`config.mk`:
```
export PLATFORM = sky130hd
export DESIGN_NAME = utf8_text_key_normalizer_top
export DESIGN_NICKNAME = d
export VERILOG_FILES = /design/src/sv/utkn_pkg.sv /design/src/sv/utf8_text_key_normalizer_top.sv /design/src/sv/utkn_front.sv /design/src/sv/utkn_queue.sv /design/src/sv/utkn_back.sv
export SDC_FILE = /design/constraint.sdc
export NUM_CORES = 1
export LEC_CHECK = 0
export BUFFER_PORTS_ARGS = -buffer_cell sky130_fd_sc_hd__buf_2
export CAP_MARGIN = 10
export CELL_PAD_IN_SITES_DETAIL_PLACEMENT = 0
export CELL_PAD_IN_SITES_GLOBAL_PLACEMENT = 2
export CORE_UTILIZATION = 42
export CTS_CLUSTER_DIAMETER = 100
export DETAILED_ROUTE_END_ITERATION = 16
export PLACE_DENSITY = 0.93
export SLEW_MARGIN = 30
export SYNTH_ARGS = -nofsm -noshare
export SYNTH_HDL_FRONTEND = slang
export SYNTH_SLANG_ARGS = --single-unit
```
`constraint.sdc`:
```
create_clock -name aclk -period 10.2 [get_ports aclk]
set_input_delay 1.53 -clock aclk [delete_from_list [all_inputs] [get_ports aclk]]
set_output_delay 1.53 -clock aclk [all_outputs]
set_load 0.01 [all_outputs]
```
`src/sv/utkn_pkg.sv`:
```
// Shared types and constants of the UTF-8 text key normalizer.
// Depends on nothing; every other file of the block imports it.
`default_nettype none

package utkn_pkg;

    // Depth of the byte queue between front and back.
    localparam int UTKN_QUEUE_DEPTH = 4;
    // Longest UTF-8 sequence, and so the depth of the pending byte buffer.
    localparam int UTKN_BUF_DEPTH   = 4;

    // Byte classes, as seen from the lead position of a sequence.
    typedef enum logic [2:0] {
        LC_ASCII,
        LC_LEAD2,
        LC_LEAD3,
        LC_LEAD4,
        LC_CONT,
        LC_BAD
    } utkn_cls_t;

    // Back-end sequencer states.
    typedef enum logic [1:0] {
        BS_IDLE,
        BS_RUN,
        BS_FLUSH
    } utkn_bstate_t;

    typedef struct packed {
        logic [7:0] in_byte;
        logic       line_end;
    } utkn_in_t;

    typedef struct packed {
        logic [6:0] out_char;
        logic       char_valid;
        logic       line_done;
    } utkn_out_t;

    typedef struct packed {
        logic [7:0] data;
        utkn_cls_t  cls;
    } utkn_byte_t;

    typedef struct packed {
        utkn_byte_t ub;
        logic       line_end;
    } utkn_qent_t;

    // Emitted characters.
    localparam logic [6:0] CH_NONE  = 7'h00;
    localparam logic [6:0] CH_SPACE = 7'h20;
    localparam logic [6:0] CH_A     = 7'h61;
    localparam logic [6:0] CH_C     = 7'h63;
    localparam logic [6:0] CH_E     = 7'h65;
    localparam logic [6:0] CH_I     = 7'h69;
    localparam logic [6:0] CH_N     = 7'h6E;
    localparam logic [6:0] CH_O     = 7'h6F;
    localparam logic [6:0] CH_U     = 7'h75;
    localparam logic [6:0] CH_Y     = 7'h79;

endpackage

`default_nettype wire

```
`src/sv/utf8_text_key_normalizer_top.sv`:
```
// Top level of the UTF-8 text key normalizer: front classifier, byte queue, back decoder.
// Depends on utkn_pkg, utkn_front, utkn_queue and utkn_back.
//
//   port group      dir   handshake          payload
//   s_ (bytes in)   in    s_valid/s_ready    s_data: in_byte, line_end
//   m_ (key out)    out   m_valid/m_ready    m_data: out_char, char_valid, line_done
//
// A byte that completes a sequence, or leaves one waiting, takes a single decode step in
// the back decoder, so plain text streams at one byte per cycle while m_ready keeps up.
// The back decoder holds off the queue while it sends an owed space ahead of a letter,
// while it re-decodes after a bad continuation byte, and when the last decode step of a
// line-end byte emits a character while an earlier result is held.
// Reset (aresetn low at a clock edge) empties queue and buffer and starts a new line.
// The queue lets the front keep taking bytes while the back waits on m_ready.
`default_nettype none

module utf8_text_key_normalizer_top #(
    parameter int QUEUE_DEPTH = utkn_pkg::UTKN_QUEUE_DEPTH
) (
    input  wire logic               aclk,
    input  wire logic               aresetn,
    input  wire logic               s_valid,
    output logic                    s_ready,
    input  wire utkn_pkg::utkn_in_t s_data,
    output logic                    m_valid,
    input  wire logic               m_ready,
    output utkn_pkg::utkn_out_t     m_data
);
    import utkn_pkg::*;

    // front to queue: classified bytes
    logic       fq_valid, fq_ready;
    utkn_qent_t fq_data;
    // queue to back
    logic       qb_valid, qb_ready;
    utkn_qent_t qb_data;

    // tag each byte with its UTF-8 class
    utkn_front u_front (
        .s_valid (s_valid),
        .s_ready (s_ready),
        .s_data  (s_data),
        .q_valid (fq_valid),
        .q_ready (fq_ready),
        .q_data  (fq_data)
    );

    // hold bytes while the back drains owed spaces or re-decodes
    utkn_queue #(
        .DEPTH (QUEUE_DEPTH)
    ) u_queue (
        .aclk     (aclk),
        .aresetn  (aresetn),
        .wr_valid (fq_valid),
        .wr_ready (fq_ready),
        .wr_data  (fq_data),
        .rd_valid (qb_valid),
        .rd_ready (qb_ready),
        .rd_data  (qb_data)
    );

    // decode, fold, collapse spaces and mark line ends; registered output
    utkn_back u_back (
        .aclk    (aclk),
        .aresetn (aresetn),
        .q_valid (qb_valid),
        .q_ready (qb_ready),
        .q_data  (qb_data),
        .m_valid (m_valid),
        .m_ready (m_ready),
        .m_data  (m_data)
    );

endmodule

`default_nettype wire

```
`src/sv/utkn_front.sv`:
```
// Front of the normalizer: takes input items and tags each byte with its UTF-8 class.
// Depends on utkn_pkg.
`default_nettype none

module utkn_front (
    input  wire logic               s_valid,
    output logic                    s_ready,
    input  wire utkn_pkg::utkn_in_t s_data,
    output logic                    q_valid,
    input  wire logic               q_ready,
    output utkn_pkg::utkn_qent_t    q_data
);
    import utkn_pkg::*;

    utkn_cls_t cls;

    always_comb begin
        priority if (s_data.in_byte[7] == 1'b0) begin
            cls = LC_ASCII;
        end else if (s_data.in_byte[7:6] == 2'b10) begin
            cls = LC_CONT;
        end else if (s_data.in_byte[7:5] == 3'b110) begin
            cls = LC_LEAD2;
        end else if (s_data.in_byte[7:4] == 4'b1110) begin
            cls = LC_LEAD3;
        end else if (s_data.in_byte[7:3] == 5'b11110) begin
            cls = LC_LEAD4;
        end else begin
            cls = LC_BAD;
        end
    end

    assign q_valid          = s_valid;
    assign s_ready          = q_ready;
    assign q_data.ub.data   = s_data.in_byte;
    assign q_data.ub.cls    = cls;
    assign q_data.line_end  = s_data.line_end;

endmodule

`default_nettype wire

```
`src/sv/utkn_queue.sv`:
```
// Register queue of classified bytes between front and back.
// Depends on utkn_pkg.
`default_nettype none

module utkn_queue #(
    parameter int DEPTH = utkn_pkg::UTKN_QUEUE_DEPTH
) (
    input  wire logic                 aclk,
    input  wire logic                 aresetn,
    input  wire logic                 wr_valid,
    output logic                      wr_ready,
    input  wire utkn_pkg::utkn_qent_t wr_data,
    output logic                      rd_valid,
    input  wire logic                 rd_ready,
    output utkn_pkg::utkn_qent_t      rd_data
);
    import utkn_pkg::*;

    localparam int PTR_W = (DEPTH > 1) ? $clog2(DEPTH) : 1;
    localparam int CNT_W = $clog2(DEPTH + 1);

    utkn_qent_t       mem_reg [DEPTH];
    logic [PTR_W-1:0] wr_ptr_reg, wr_ptr_next;
    logic [PTR_W-1:0] rd_ptr_reg, rd_ptr_next;
    logic [CNT_W-1:0] count_reg, count_next;
    logic             push, pop;

    assign wr_ready = (count_reg != CNT_W'(DEPTH));
    assign rd_valid = (count_reg != '0);
    assign rd_data  = mem_reg[rd_ptr_reg];
    assign push     = wr_valid && wr_ready;
    assign pop      = rd_valid && rd_ready;

    always_comb begin
        wr_ptr_next = wr_ptr_reg;
        rd_ptr_next = rd_ptr_reg;
        count_next  = count_reg;
        if (push) begin
            wr_ptr_next = (wr_ptr_reg == PTR_W'(DEPTH - 1)) ? '0 : wr_ptr_reg + PTR_W'(1);
        end
        if (pop) begin
            rd_ptr_next = (rd_ptr_reg == PTR_W'(DEPTH - 1)) ? '0 : rd_ptr_reg + PTR_W'(1);
        end
        if (push && !pop) begin
            count_next = count_reg + CNT_W'(1);
        end else if (pop && !push) begin
            count_next = count_reg - CNT_W'(1);
        end
    end

    always_ff @(posedge aclk) begin
        if (!aresetn) begin
            wr_ptr_reg <= '0;
            rd_ptr_reg <= '0;
            count_reg  <= '0;
        end else begin
            wr_ptr_reg <= wr_ptr_next;
            rd_ptr_reg <= rd_ptr_next;
            count_reg  <= count_next;
        end
    end

    always_ff @(posedge aclk) begin
        if (push) begin
            mem_reg[wr_ptr_reg] <= wr_data;
        end
    end

    a_count_tracks: assert property (@(posedge aclk) disable iff (!aresetn)
        1'b1 |=> count_reg == $past(count_reg) + CNT_W'($past(push)) - CNT_W'($past(pop)))
        else $error("queue count out of step with handshakes");

    a_count_bound: assert property (@(posedge aclk) disable iff (!aresetn)
        count_reg <= CNT_W'(DEPTH))
        else $error("queue count above depth");

    a_empty_ptrs: assert property (@(posedge aclk) disable iff (!aresetn)
        (count_reg == '0) |-> (wr_ptr_reg == rd_ptr_reg))
        else $error("empty queue with pointers apart");

endmodule

`default_nettype wire

```
`src/sv/utkn_back.sv`:
```
// Back of the normalizer: pending byte buffer, sequence decoder, folding,
// space collapsing and line-end marking; one decode step per unstalled cycle.
// Depends on utkn_pkg.
`default_nettype none

module utkn_back (
    input  wire logic                 aclk,
    input  wire logic                 aresetn,
    input  wire logic                 q_valid,
    output logic                      q_ready,
    input  wire utkn_pkg::utkn_qent_t q_data,
    output logic                      m_valid,
    input  wire logic                 m_ready,
    output utkn_pkg::utkn_out_t       m_data
);
    import utkn_pkg::*;

    localparam int IDX_W = $clog2(UTKN_BUF_DEPTH);
    localparam int CNT_W = $clog2(UTKN_BUF_DEPTH + 1);

    localparam logic [20:0] CP_SOFT_HYPHEN = 21'h0000AD;
    localparam logic [20:0] CP_ZW_SPACE    = 21'h00200B;
    localparam logic [20:0] CP_BOM         = 21'h00FEFF;
    localparam logic [6:0]  CASE_OFFSET    = 7'h20;

    function automatic logic [6:0] fold_cp(input logic [20:0] cp);
        logic [7:0] u;
        logic [6:0] ch;
        u = cp[7:0] | 8'h20;
        priority if (cp == CP_SOFT_HYPHEN || cp == CP_ZW_SPACE || cp == CP_BOM) begin
            ch = CH_NONE;
        end else if (cp >= 21'h41 && cp <= 21'h5A) begin
            ch = cp[6:0] + CASE_OFFSET;
        end else if ((cp >= 21'h61 && cp <= 21'h7A) || (cp >= 21'h30 && cp <= 21'h39)) begin
            ch = cp[6:0];
        end else if (cp < 21'hC0 || cp > 21'hFF) begin
            ch = CH_SPACE;
        end else if (cp == 21'hFF) begin
            ch = CH_Y;
        end else if (u >= 8'hE0 && u <= 8'hE5) begin
            ch = CH_A;
        end else if (u == 8'hE7) begin
            ch = CH_C;
        end else if (u >= 8'hE8 && u <= 8'hEB) begin
            ch = CH_E;
        end else if (u >= 8'hEC && u <= 8'hEF) begin
            ch = CH_I;
        end else if (u == 8'hF1) begin
            ch = CH_N;
        end else if (u >= 8'hF2 && u <= 8'hF6) begin
            ch = CH_O;
        end else if (u >= 8'hF9 && u <= 8'hFC) begin
            ch = CH_U;
        end else if (u == 8'hFD) begin
            ch = CH_Y;
        end else begin
            ch = CH_SPACE;
        end
        return ch;
    endfunction

    utkn_bstate_t     state_reg, state_next;
    utkn_byte_t       buf_reg [UTKN_BUF_DEPTH];
    utkn_byte_t       buf_next [UTKN_BUF_DEPTH];
    logic [CNT_W-1:0] cnt_reg, cnt_next;
    logic             owed_reg, owed_next;
    logic             start_reg, start_next;
    logic             end_reg, end_next;
    logic             hold_valid_reg, hold_valid_next;
    logic [6:0]       hold_char_reg, hold_char_next;
    logic             out_valid_reg, out_valid_next;
    utkn_out_t        out_reg, out_next;

    // working view of the buffer, with the incoming byte appended
    utkn_byte_t       wb [UTKN_BUF_DEPTH];
    utkn_byte_t       shifted [UTKN_BUF_DEPTH];
    logic [CNT_W-1:0] wcnt;
    logic             wend;
    logic [IDX_W-1:0] ins_idx;
    logic             take, active, flushing;

    // decode step
    logic [CNT_W-1:0] seq_len, drop, cnt_after;
    logic             bad_lead, incomplete, cont_bad;
    logic [20:0]      cp;
    logic [6:0]       sym, em_char;
    logic             is_letter, split, consume, finish, em_valid;
    logic             owed_feed, start_feed;

    // result routing
    logic             push, stall, out_free, advance;
    logic             hold_load, hold_clear, go_flush;
    utkn_out_t        push_data;

    assign ins_idx  = cnt_reg[IDX_W] ? '0 : cnt_reg[IDX_W-1:0];
    assign take     = (state_reg == BS_IDLE) && q_valid;
    assign active   = take || (state_reg == BS_RUN);
    assign flushing = (state_reg == BS_FLUSH);
    assign out_free = !out_valid_reg || m_ready;

    always_comb begin
        for (int i = 0; i < UTKN_BUF_DEPTH; i++) begin
            wb[i] = buf_reg[i];
        end
        wcnt = cnt_reg;
        wend = end_reg;
        if (take) begin
            wb[ins_idx] = q_data.ub;
            wcnt        = CNT_W'(ins_idx) + CNT_W'(1);
            wend        = q_data.line_end;
        end
    end

    // one decode step on the head of the buffer
    always_comb begin
        bad_lead = (wb[0].cls == LC_CONT) || (wb[0].cls == LC_BAD);
        unique case (wb[0].cls)
            LC_ASCII: begin
                seq_len = CNT_W'(1);
                cp      = {14'b0, wb[0].data[6:0]};
            end
            LC_LEAD2: begin
                seq_len = CNT_W'(2);
                cp      = {10'b0, wb[0].data[4:0], wb[1].data[5:0]};
            end
            LC_LEAD3: begin
                seq_len = CNT_W'(3);
                cp      = {5'b0, wb[0].data[3:0], wb[1].data[5:0], wb[2].data[5:0]};
            end
            LC_LEAD4: begin
                seq_len = CNT_W'(4);
                cp      = {wb[0].data[2:0], wb[1].data[5:0], wb[2].data[5:0],
                           wb[3].data[5:0]};
            end
            default: begin
                seq_len = CNT_W'(1);
                cp      = '0;
            end
        endcase

        incomplete = !bad_lead && (wcnt < seq_len);
        cont_bad   = 1'b0;
        for (int k = 1; k < UTKN_BUF_DEPTH; k++) begin
            if ((CNT_W'(k) < seq_len) && (wb[k].cls != LC_CONT)) begin
                cont_bad = 1'b1;
            end
        end

        priority if (bad_lead) begin
            sym  = CH_SPACE;
            drop = CNT_W'(1);
        end else if (incomplete) begin
            sym  = wend ? CH_SPACE : CH_NONE;
            drop = '0;
        end else if (cont_bad) begin
            sym  = CH_SPACE;
            drop = CNT_W'(1);
        end else begin
            sym  = fold_cp(cp);
            drop = seq_len;
        end

        if (incomplete) begin
            cnt_after = wend ? '0 : wcnt;
        end else begin
            cnt_after = wcnt - drop;
        end

        for (int i = 0; i < UTKN_BUF_DEPTH; i++) begin
            shifted[i] = wb[i];
            if (i + int'(drop) < UTKN_BUF_DEPTH) begin
                shifted[i] = wb[IDX_W'(i + int'(drop))];
            end
        end

        // collapse spaces; an owed space goes out ahead of its letter
        is_letter  = (sym != CH_NONE) && (sym != CH_SPACE);
        split      = is_letter && owed_reg;
        consume    = !split;
        em_valid   = is_letter;
        em_char    = split ? CH_SPACE : sym;
        owed_feed  = owed_reg;
        start_feed = start_reg;
        if (sym == CH_SPACE) begin
            if (!start_reg) begin
                owed_feed = 1'b1;
            end
        end else if (is_letter) begin
            owed_feed = 1'b0;
            if (!split) begin
                start_feed = 1'b0;
            end
        end
        finish = consume && (incomplete || (cnt_after == '0));
    end

    // route results; on a line end the newest result waits in hold so that
    // it can carry line_done
    always_comb begin
        push       = 1'b0;
        push_data  = '{out_char: em_char, char_valid: 1'b1, line_done: 1'b0};
        hold_load  = 1'b0;
        hold_clear = 1'b0;
        go_flush   = 1'b0;
        if (flushing) begin
            push       = 1'b1;
            push_data  = '{out_char: hold_char_reg, char_valid: 1'b1, line_done: 1'b1};
            hold_clear = 1'b1;
        end else if (active) begin
            if (!wend) begin
                push = em_valid;
            end else if (em_valid) begin
                if (hold_valid_reg) begin
                    push      = 1'b1;
                    push_data = '{out_char: hold_char_reg, char_valid: 1'b1, line_done: 1'b0};
                    hold_load = 1'b1;
                    go_flush  = finish;
                end else if (finish) begin
                    push      = 1'b1;
                    push_data = '{out_char: em_char, char_valid: 1'b1, line_done: 1'b1};
                end else begin
                    hold_load = 1'b1;
                end
            end else if (finish) begin
                push = 1'b1;
                if (hold_valid_reg) begin
                    push_data  = '{out_char: hold_char_reg, char_valid: 1'b1,
                                   line_done: 1'b1};
                    hold_clear = 1'b1;
                end else begin
                    push_data  = '{out_char: CH_NONE, char_valid: 1'b0, line_done: 1'b1};
                end
            end
        end
    end

    assign stall   = push && !out_free;
    assign advance = (active || flushing) && !stall;
    assign q_ready = take && !stall;

    // next state
    always_comb begin
        state_next = state_reg;
        if (!stall) begin
            unique case (state_reg)
                BS_IDLE: begin
                    if (take) begin
                        if (!finish) begin
                            state_next = BS_RUN;
                        end else if (go_flush) begin
                            state_next = BS_FLUSH;
                        end
                    end
                end
                BS_RUN: begin
                    if (finish) begin
                        state_next = go_flush ? BS_FLUSH : BS_IDLE;
                    end
                end
                BS_FLUSH: begin
                    state_next = BS_IDLE;
                end
                default: begin
                    state_next = BS_IDLE;
                end
            endcase
        end
    end

    // datapath and flag updates
    always_comb begin
        for (int i = 0; i < UTKN_BUF_DEPTH; i++) begin
            buf_next[i] = buf_reg[i];
        end
        cnt_next        = cnt_reg;
        owed_next       = owed_reg;
        start_next      = start_reg;
        end_next        = end_reg;
        hold_valid_next = hold_valid_reg;
        hold_char_next  = hold_char_reg;
        out_valid_next  = out_valid_reg;
        out_next        = out_reg;

        if (advance && active) begin
            for (int i = 0; i < UTKN_BUF_DEPTH; i++) begin
                buf_next[i] = consume ? shifted[i] : wb[i];
            end
            cnt_next   = consume ? cnt_after : wcnt;
            owed_next  = owed_feed;
            start_next = start_feed;
            end_next   = wend;
            if (finish && wend) begin
                cnt_next   = '0;
                owed_next  = 1'b0;
                start_next = 1'b1;
            end
        end
        if (advance) begin
            if (hold_load) begin
                hold_valid_next = 1'b1;
                hold_char_next  = em_char;
            end else if (hold_clear) begin
                hold_valid_next = 1'b0;
            end
        end

        if (push && !stall) begin
            out_valid_next = 1'b1;
            out_next       = push_data;
        end else if (m_ready) begin
            out_valid_next = 1'b0;
        end
    end

    always_ff @(posedge aclk) begin
        if (!aresetn) begin
            state_reg      <= BS_IDLE;
            cnt_reg        <= '0;
            owed_reg       <= 1'b0;
            start_reg      <= 1'b1;
            hold_valid_reg <= 1'b0;
            out_valid_reg  <= 1'b0;
        end else begin
            state_reg      <= state_next;
            cnt_reg        <= cnt_next;
            owed_reg       <= owed_next;
            start_reg      <= start_next;
            hold_valid_reg <= hold_valid_next;
            out_valid_reg  <= out_valid_next;
        end
    end

    always_ff @(posedge aclk) begin
        for (int i = 0; i < UTKN_BUF_DEPTH; i++) begin
            buf_reg[i] <= buf_next[i];
        end
        end_reg       <= end_next;
        hold_char_reg <= hold_char_next;
        out_reg       <= out_next;
    end

    assign m_valid = out_valid_reg;
    assign m_data  = out_reg;

    a_idle_count: assert property (@(posedge aclk) disable iff (!aresetn)
        (state_reg == BS_IDLE) |-> (cnt_reg <= CNT_W'(UTKN_BUF_DEPTH - 1)))
        else $error("buffer holds a complete sequence while idle");

    a_line_reset: assert property (@(posedge aclk) disable iff (!aresetn)
        (advance && active && finish && wend) |=>
            (start_reg && !owed_reg && (cnt_reg == '0)))
        else $error("line state not cleared after line end");

    a_hold_scope: assert property (@(posedge aclk) disable iff (!aresetn)
        hold_valid_reg |-> (end_reg && (state_reg != BS_IDLE)))
        else $error("held result outside a line-end step");

    a_owed_start: assert property (@(posedge aclk) disable iff (!aresetn)
        owed_reg |-> !start_reg)
        else $error("space owed at line start");

    a_marker_form: assert property (@(posedge aclk) disable iff (!aresetn)
        (out_valid_reg && !out_reg.char_valid) |->
            (out_reg.line_done && (out_reg.out_char == CH_NONE)))
        else $error("bare marker malformed");

endmodule

`default_nettype wire
```
-- Word-level counts from Yosys, hierarchy flattened
Memories as Yosys holds them, arrays and structs flattened. A register that Yosys moved wholly into a read port is not among the register bits.
Cells that the tools add are included.
Widths: inputs -> output; s select.
- add/sub/neg operators: 10
- magnitude comparators: 32
- eq/ne operators: 32
- mux-type cells: 120
- bitwise gates (word level): 8
- reduce and logical (&&, ||, !) cells: 59
- operator list (kind ; number):
    $mux 11 ; 17
    $mux 7 ; 17
    $lt 32x4->1 const B ; 3
    $bmux 11 s2 ; 4
    $mux 44 ; 2
    $pmux 21 s4 ; 1
    $mux 9 ; 7
    $mux 3 ; 15
    $bwmux 44 ; 1
    $eq 21x8->1 const B ; 2
    $ge 21x7->1 const B ; 2
    $le 21x7->1 const B ; 2
    $mux 1 ; 42
    $ge 8x8->1 const B ; 5
    $le 8x8->1 const B ; 5
    $logic_and 1x1->1 ; 27
    $demux 11 s2 ; 1
    $eq 21x14->1 const B ; 1
    $eq 21x16->1 const B ; 1
    $eq 7x7->1 const B ; 3
    $ge 21x6->1 const B ; 1
    $gt 21x8->1 const B ; 1
    $le 21x6->1 const B ; 1
    $lt 21x8->1 const B ; 1
    other kinds (45) ; 99
- flip-flop bits (word level): 33
- memory bits (writable): 92
- bits of input ports: 13
- output and inout port bits: 11
- logic and storage cells: 277
- memories kept: 2
- memories (name ; words ; bits a word ; read ports ; clocked after memory_dff ; wr ports ; RTL line ; text):
    u_queue.mem_reg ; 4 ; 12 ; 1 ; 1 ; 1 ; utkn_queue.sv:22 ; utkn_qent_t mem_reg [DEPTH];
    u_back.buf_reg ; 4 ; 11 ; 4 ; 0 ; 4 ; utkn_back.sv:63 ; utkn_byte_t buf_reg [UTKN_BUF_DEPTH];

-- Longest topological paths before layout
- word-level depth: 45
- gate-level depth with buffers: 31
- depth with buffers taken out: 26

-- Hierarchy
Synthesis repeated with hierarchy kept, for this count alone.
- cell total of the unflattened synthesis: 919
- area, all modules: 9160.0 um^2
- modules (own cells, without submodules) (module ; instances ; cells an instance ; area an instance (um^2) ; sequential area each (um^2)):
    utkn_back ; 1 ; 788 ; 6834.1 ; 1891.8
    utkn_queue ; 1 ; 113 ; 2208.4 ; 1621.6
    utkn_front ; 1 ; 18 ; 117.6 ; 0.0

-- Worst setup path before layout
Ideal clock, no wire load.
- kind: flip-flop to flip-flop
- from: register (tool-made name)
- to: register u_back.cnt_reg[1]
- library setup time: 119 ps
- arrival: 7188 ps
- data required time: 10081 ps
- setup slack: 2893 ps
- stages on the path, launching flop included: 26
- path buffers: 4
- period minus slack after synthesis: 7307 ps
- cell sequence: dfxtp_1 -> mux4_2 -> and4_4 -> buf_6 -> nor2_4 -> buf_2 -> nor2_1 -> o21ai_0 -> ha_1 -> a21o_1 -> a21oi_1 -> nor2b_1 -> a21oi_1 -> clkbuf_1 -> clkbuf_1 -> ha_1 -> fa_1 -> xor2_1 -> nand2b_1 -> nand4_1 -> nand2_1 -> nand2_1 -> nor4_1 -> a211oi_2 -> o221ai_1 -> o211a_1
- RTL lines (element ; RTL line ; text):
    end signal: assignment ; utkn_back.sv:325 ; cnt_reg <= cnt_next;
    end: declaration ; utkn_back.sv:65 ; logic [CNT_W-1:0] cnt_reg, cnt_next;

-- Worst setup path in the final report
- from: register u_queue.count_reg[0]
- to: register u_queue.count_reg[2]
- cells in the longest elaborated chain, start to end: 40
- elaborated cells on any way between the ends: 120
- those cells by class: add/sub (4); order compare (22); eq/ne (17); mux (38); reduce/logical (39)
- ends and longest elaborated chain (element ; RTL line ; text):
    start: declaration ; utkn_queue.sv:25 ; logic [CNT_W-1:0] count_reg, count_next;
    start signal: assignment ; utkn_queue.sv:59 ; count_reg <= count_next;
    $reduce_bool 3->1 ; utkn_queue.sv:29 ; assign rd_valid = (count_reg != '0);
    $logic_and 1x1->1 ; utkn_back.sv:96 ; assign take = (state_reg == BS_IDLE) && q_valid;
    $mux 44 ; utkn_back.sv:107 ; if (take) begin
    $eq 3x2->1 (tied with other cells) ; utkn_back.sv:117 ; unique case (wb[0].cls)
    $pmux 21 s4 ; utkn_back.sv:117 ;
    $ge 8x8->1 (tied with other cells) ; utkn_back.sv:52 ; end else if (u >= 8'hF9 && u <= 8'hFC) begin
    $logic_and 1x1->1 or $mux 7 (tied branches) ; utkn_back.sv:52, utkn_back.sv:54 ;
    $mux 7 ; utkn_back.sv:52 ;
    [24 not listed] ; n/a ;
    $mux 1 ; utkn_back.sv:205 ; if (flushing) begin
    $logic_and 1x1->1 ; utkn_back.sv:237 ; assign stall = push && !out_free;
    $logic_not 1->1 ; utkn_back.sv:239 ; assign q_ready = take && !stall;
    $logic_and 1x1->1 ; utkn_back.sv:239 ;
    $logic_and 1x1->1 ; utkn_queue.sv:32 ; assign pop = rd_valid && rd_ready;
    $logic_not 1->1 ; utkn_queue.sv:44 ; if (push && !pop) begin
    $logic_and 1x1->1 ; utkn_queue.sv:44 ;
    $mux 3 or $reduce_bool 2->1 (tied branches) ; n/a ;
Parallel ways exist; a longest one is shown, timed or not. The select of a mux whose other input is x is not followed.
A chain may end at the register's enable or synchronous reset.

==> metrics.md <==
| Metric | Value |
|---|---|
| Via count | `7057` |
| Drt pass-1 iters | `7` |
| Wire per inst | `21.6 microns` |
| Die H | `roughly 140 microns` |
| CTS Root Cell | `clkbuf_16` |
| Worst skew pair latency | `around 0.42 ns` |
| WP data arrival | `8.28 ns` |
| Count of cell types in the netlist | `slightly below 90` |
| Fin. Hold Viols | `0` |
| FF+latch count, synth | `~120` |
| Fraction of layout cells with a size suffix above 1 | `about 14%` |
| Final Cycle Share | `77.8%` |
| Most used cell, CP | `a21oi_1` |
| Synth cell count leaders | `edfxtp_1, nand2_1, mux2i_1, nor2_1, a21oi_1` |
| Final wirelength | `24100 microns` |
| Detailed Place HPWL | `around 17000 microns` |
| IO Count | `24` |
| Total grt overflow | `0` |
| Die extent in x | `143 microns` |
| Max_slew headroom | `35.3%` |
| Slowest CP cell | `a21oi_1` |
| Clock transition at the registers of the reported paths | `approximately 0.050 ns` |
| Clock skew | `0.0111 ns` |
| Crit path max fanout | `26` |
| Ranking of synthesized cells by area | `edfxtp_1, mux2i_1, dfxtp_1` |
| Hold crit path type | `flip-flop to flip-flop` |
| Placed insts | `1083` |
| Post-CTS Setup Repair Bufs | `0` |
| Area growth from synthesis to layout | `10.9%` |
| CP endpoint kind | `flip-flop` |
| DIE AREA | `slightly above 20000 sq um` |
| Synth Area in Simple Gates | `~17%` |
| Post-CTS resize count | `0` |
| Hold buffers post-CTS | `0` |
| Maximum root-to-sink buffer count | `2` |
| Synth Area in Compound Gates | `22.6%` |
| IO Port Bufs | `23` |
| CTS buffer count | `17` |
| Diode count | `0` |
| Syn Inst Count | `836` |
| Most used DFF post-synth | `edfxtp_1` |
| Final setup violation count | `0` |
| Largest family of logic cells by synthesized area | `compound AO/OA/AOI/OAI gates` |
| Post-synthesis cell area | `8390 sq um` |
| Sequential area share after synthesis | `40.4%` |
| Fin nets | `approximately 870` |
| Vias in the first global route | `6711` |
| Top-count cell post-synth | `edfxtp_1` |
| Max Slew Vio Count | `0` |
| Post-synth ARST share | `0%` |
| Crit path kind | `flip-flop to flip-flop` |
| FP Rows | `51` |
| TritonCTS clock tree | `built` |
| Fillers | `1810` |
| Nature of the critical path startpoint | `flip-flop` |
| Sink Count | `119` |
| Max reg flops | `44` |
| Post-route antenna net violation count | `0` |
| Critical Path Max Stage Delay | `0.88 ns` |
| Buf/Inv on CP | `3` |
| Crit path cell chain | `or3_1 -> nand3_2 -> a21oi_1 -> o21ai_0 -> ha_1 -> a21o_1 -> a21oi_1 -> or4_1 -> clkinv_1 -> fa_1 -> xor2_1 -> nand2b_1 -> nand4_1 -> a21oi_1 -> a21o_1 -> a21oi_1 -> inv_1 -> ha_1 -> inv_1 -> fa_1 -> xor2_1 -> or3_1 -> a21oi_1` |
| DRC viols | `0` |
| Via density | `between 6 and 7` |
| Post-synth top area cell | `edfxtp_1` |
| Status | `completed` |
| Slew @ Worst Pin | `0.970 ns` |
| Largest net degree at the start of global routing | `45` |
| Net Count, Synth | `869` |
| Maximum operating frequency | `0.126 GHz` |
| Post-Synth Adder-Cell Area | `around 3.2%` |
| Syn Area/Cell | `10.0 sq um` |
| CP delay by family, top | `simple AND/OR/NAND/NOR gates` |
| Minimum clock period | `7.94 ns` |
| H-tree Lvls | `4` |
| Max Cap Violations | `0` |
| Unrepaired setup endpoints after global routing | `false` |
| Synth Area in XOR/XNOR | `less than 1%` |
| Synth warn | `0` |
| Final core occ | `a little under half` |
| Initial drt markers | `773` |
| Core Box Area | `between 15000 and 20000 sq um` |
| First-pass GRT wire length | `37600 microns` |
| Initial core utilization | `43.0%` |
| Req. time, crit path | `10.54 ns` |
| Initial antenna violation count | `0` |
| Share of the synthesized area in the top cell type | `36.1%` |
| Routability congestion estimate | `0.908` |
| Total global-route track usage | `about 24%` |
| Mux contribution to synthesized area | `between 10% and 20%` |
| Setup TNS | `0 ns` |
| Number of synthesized flops with an enable pin | `101` |
| Final non-filler cell total | `1116` |
worst register-to-register path, delay by kind of cell, from the launching register on:
| kind | cells | cell delay [ns] |
|---|---|---|
| AOI/OAI and AO/OA | 8 | 2.41 |
| and+or+nand+nor | 6 | 2.57 |
| xor gates and xnor gates | 2 | 0.40 |
| buffers and inverters | 3 | 0.61 |
| adders and majority gates | 4 | 1.44 |
| DFF | 1 | 0.43 |
stage by stage:
| step | hold slack, ns | setup WS, ns | instance area (sq um) |
|---|---|---|---|
| floorplan | 0.454 | 2.89 | 8390 |
| global placement | 0.487 | 2.82 | 8660 |
| detailed placement | 0.484 | 2.48 | 8670 |
| CTS | 0.496 | 2.38 | 9300 |
| global route | 0.518 | 1.59 | 9310 |
| finish | 0.486 | 2.26 | 9310 |
logic make-up after synthesis:
kind of cell             count (synthesis)
adder cells (fa/ha/maj)                 20
multiplexers                            88
AND/OR/NAND/NOR                        267
buffers and inverters                   77
flip-flops                             119
AO/OA/AOI/OAI                          260
XOR/XNOR                                 5
cell type report:
cell class / count / area, sq um / share of cell area (%)
Timing Repair Buffer: 29 / 164 / 1.76
Tap cell: 265 / 332 / 3.56
Clock buffer: 17 / 425 / 4.57
Sequential cell: 119 / 3390 / 36.4
Clock inverter: 15 / 200 / 2.15
Inverter: 31 / 116 / 1.25
Multi-Input combinational cell: 640 / 4680 / 50.3
cells in the final DEF, fill, tap and decap left out, types with 14 or more instances in the layout:
cell       instances
a21o_1            19
inv_1             28
ha_1              18
a211oi_1          14
a21oi_1           51
nor2_1            63
clkbuf_16         17
edfxtp_1         101
nand3_1           20
nand2_1           73
a22oi_1           14
o21ai_0           26
dfxtp_1           18
buf_2             23
o22ai_1           20
and4_1            15
mux2i_1           70
nor3_1            15
layer usage:
layer / global-route usage, % / vias up / routed length (microns)
met5: 0 / - / 0
met4: 10.6 / 0 / 624
met3: 4.40 / 44 / 1440
met2: 37.9 / 306 / 11300
met1: 33.1 / 3405 / 10800
li1: - / 3302 / -
path summary, 6_finish.rpt:
check / from / endpoint / slack, ns / cells past startpoint
max: u_queue.count_reg[0] / u_queue.count_reg[2] / 2.26 / 23
min: u_queue.rd_ptr_reg[1] / u_queue.rd_ptr_reg[1] / 0.49 / 2
max reg2reg: u_queue.count_reg[0] / u_queue.count_reg[2] / 2.26 / 23
min reg2reg: u_queue.rd_ptr_reg[1] / u_queue.rd_ptr_reg[1] / 0.49 / 2
Power is not shown: default switching activity piles up to over one toggle a cycle in this logic, so the estimate is an artifact.
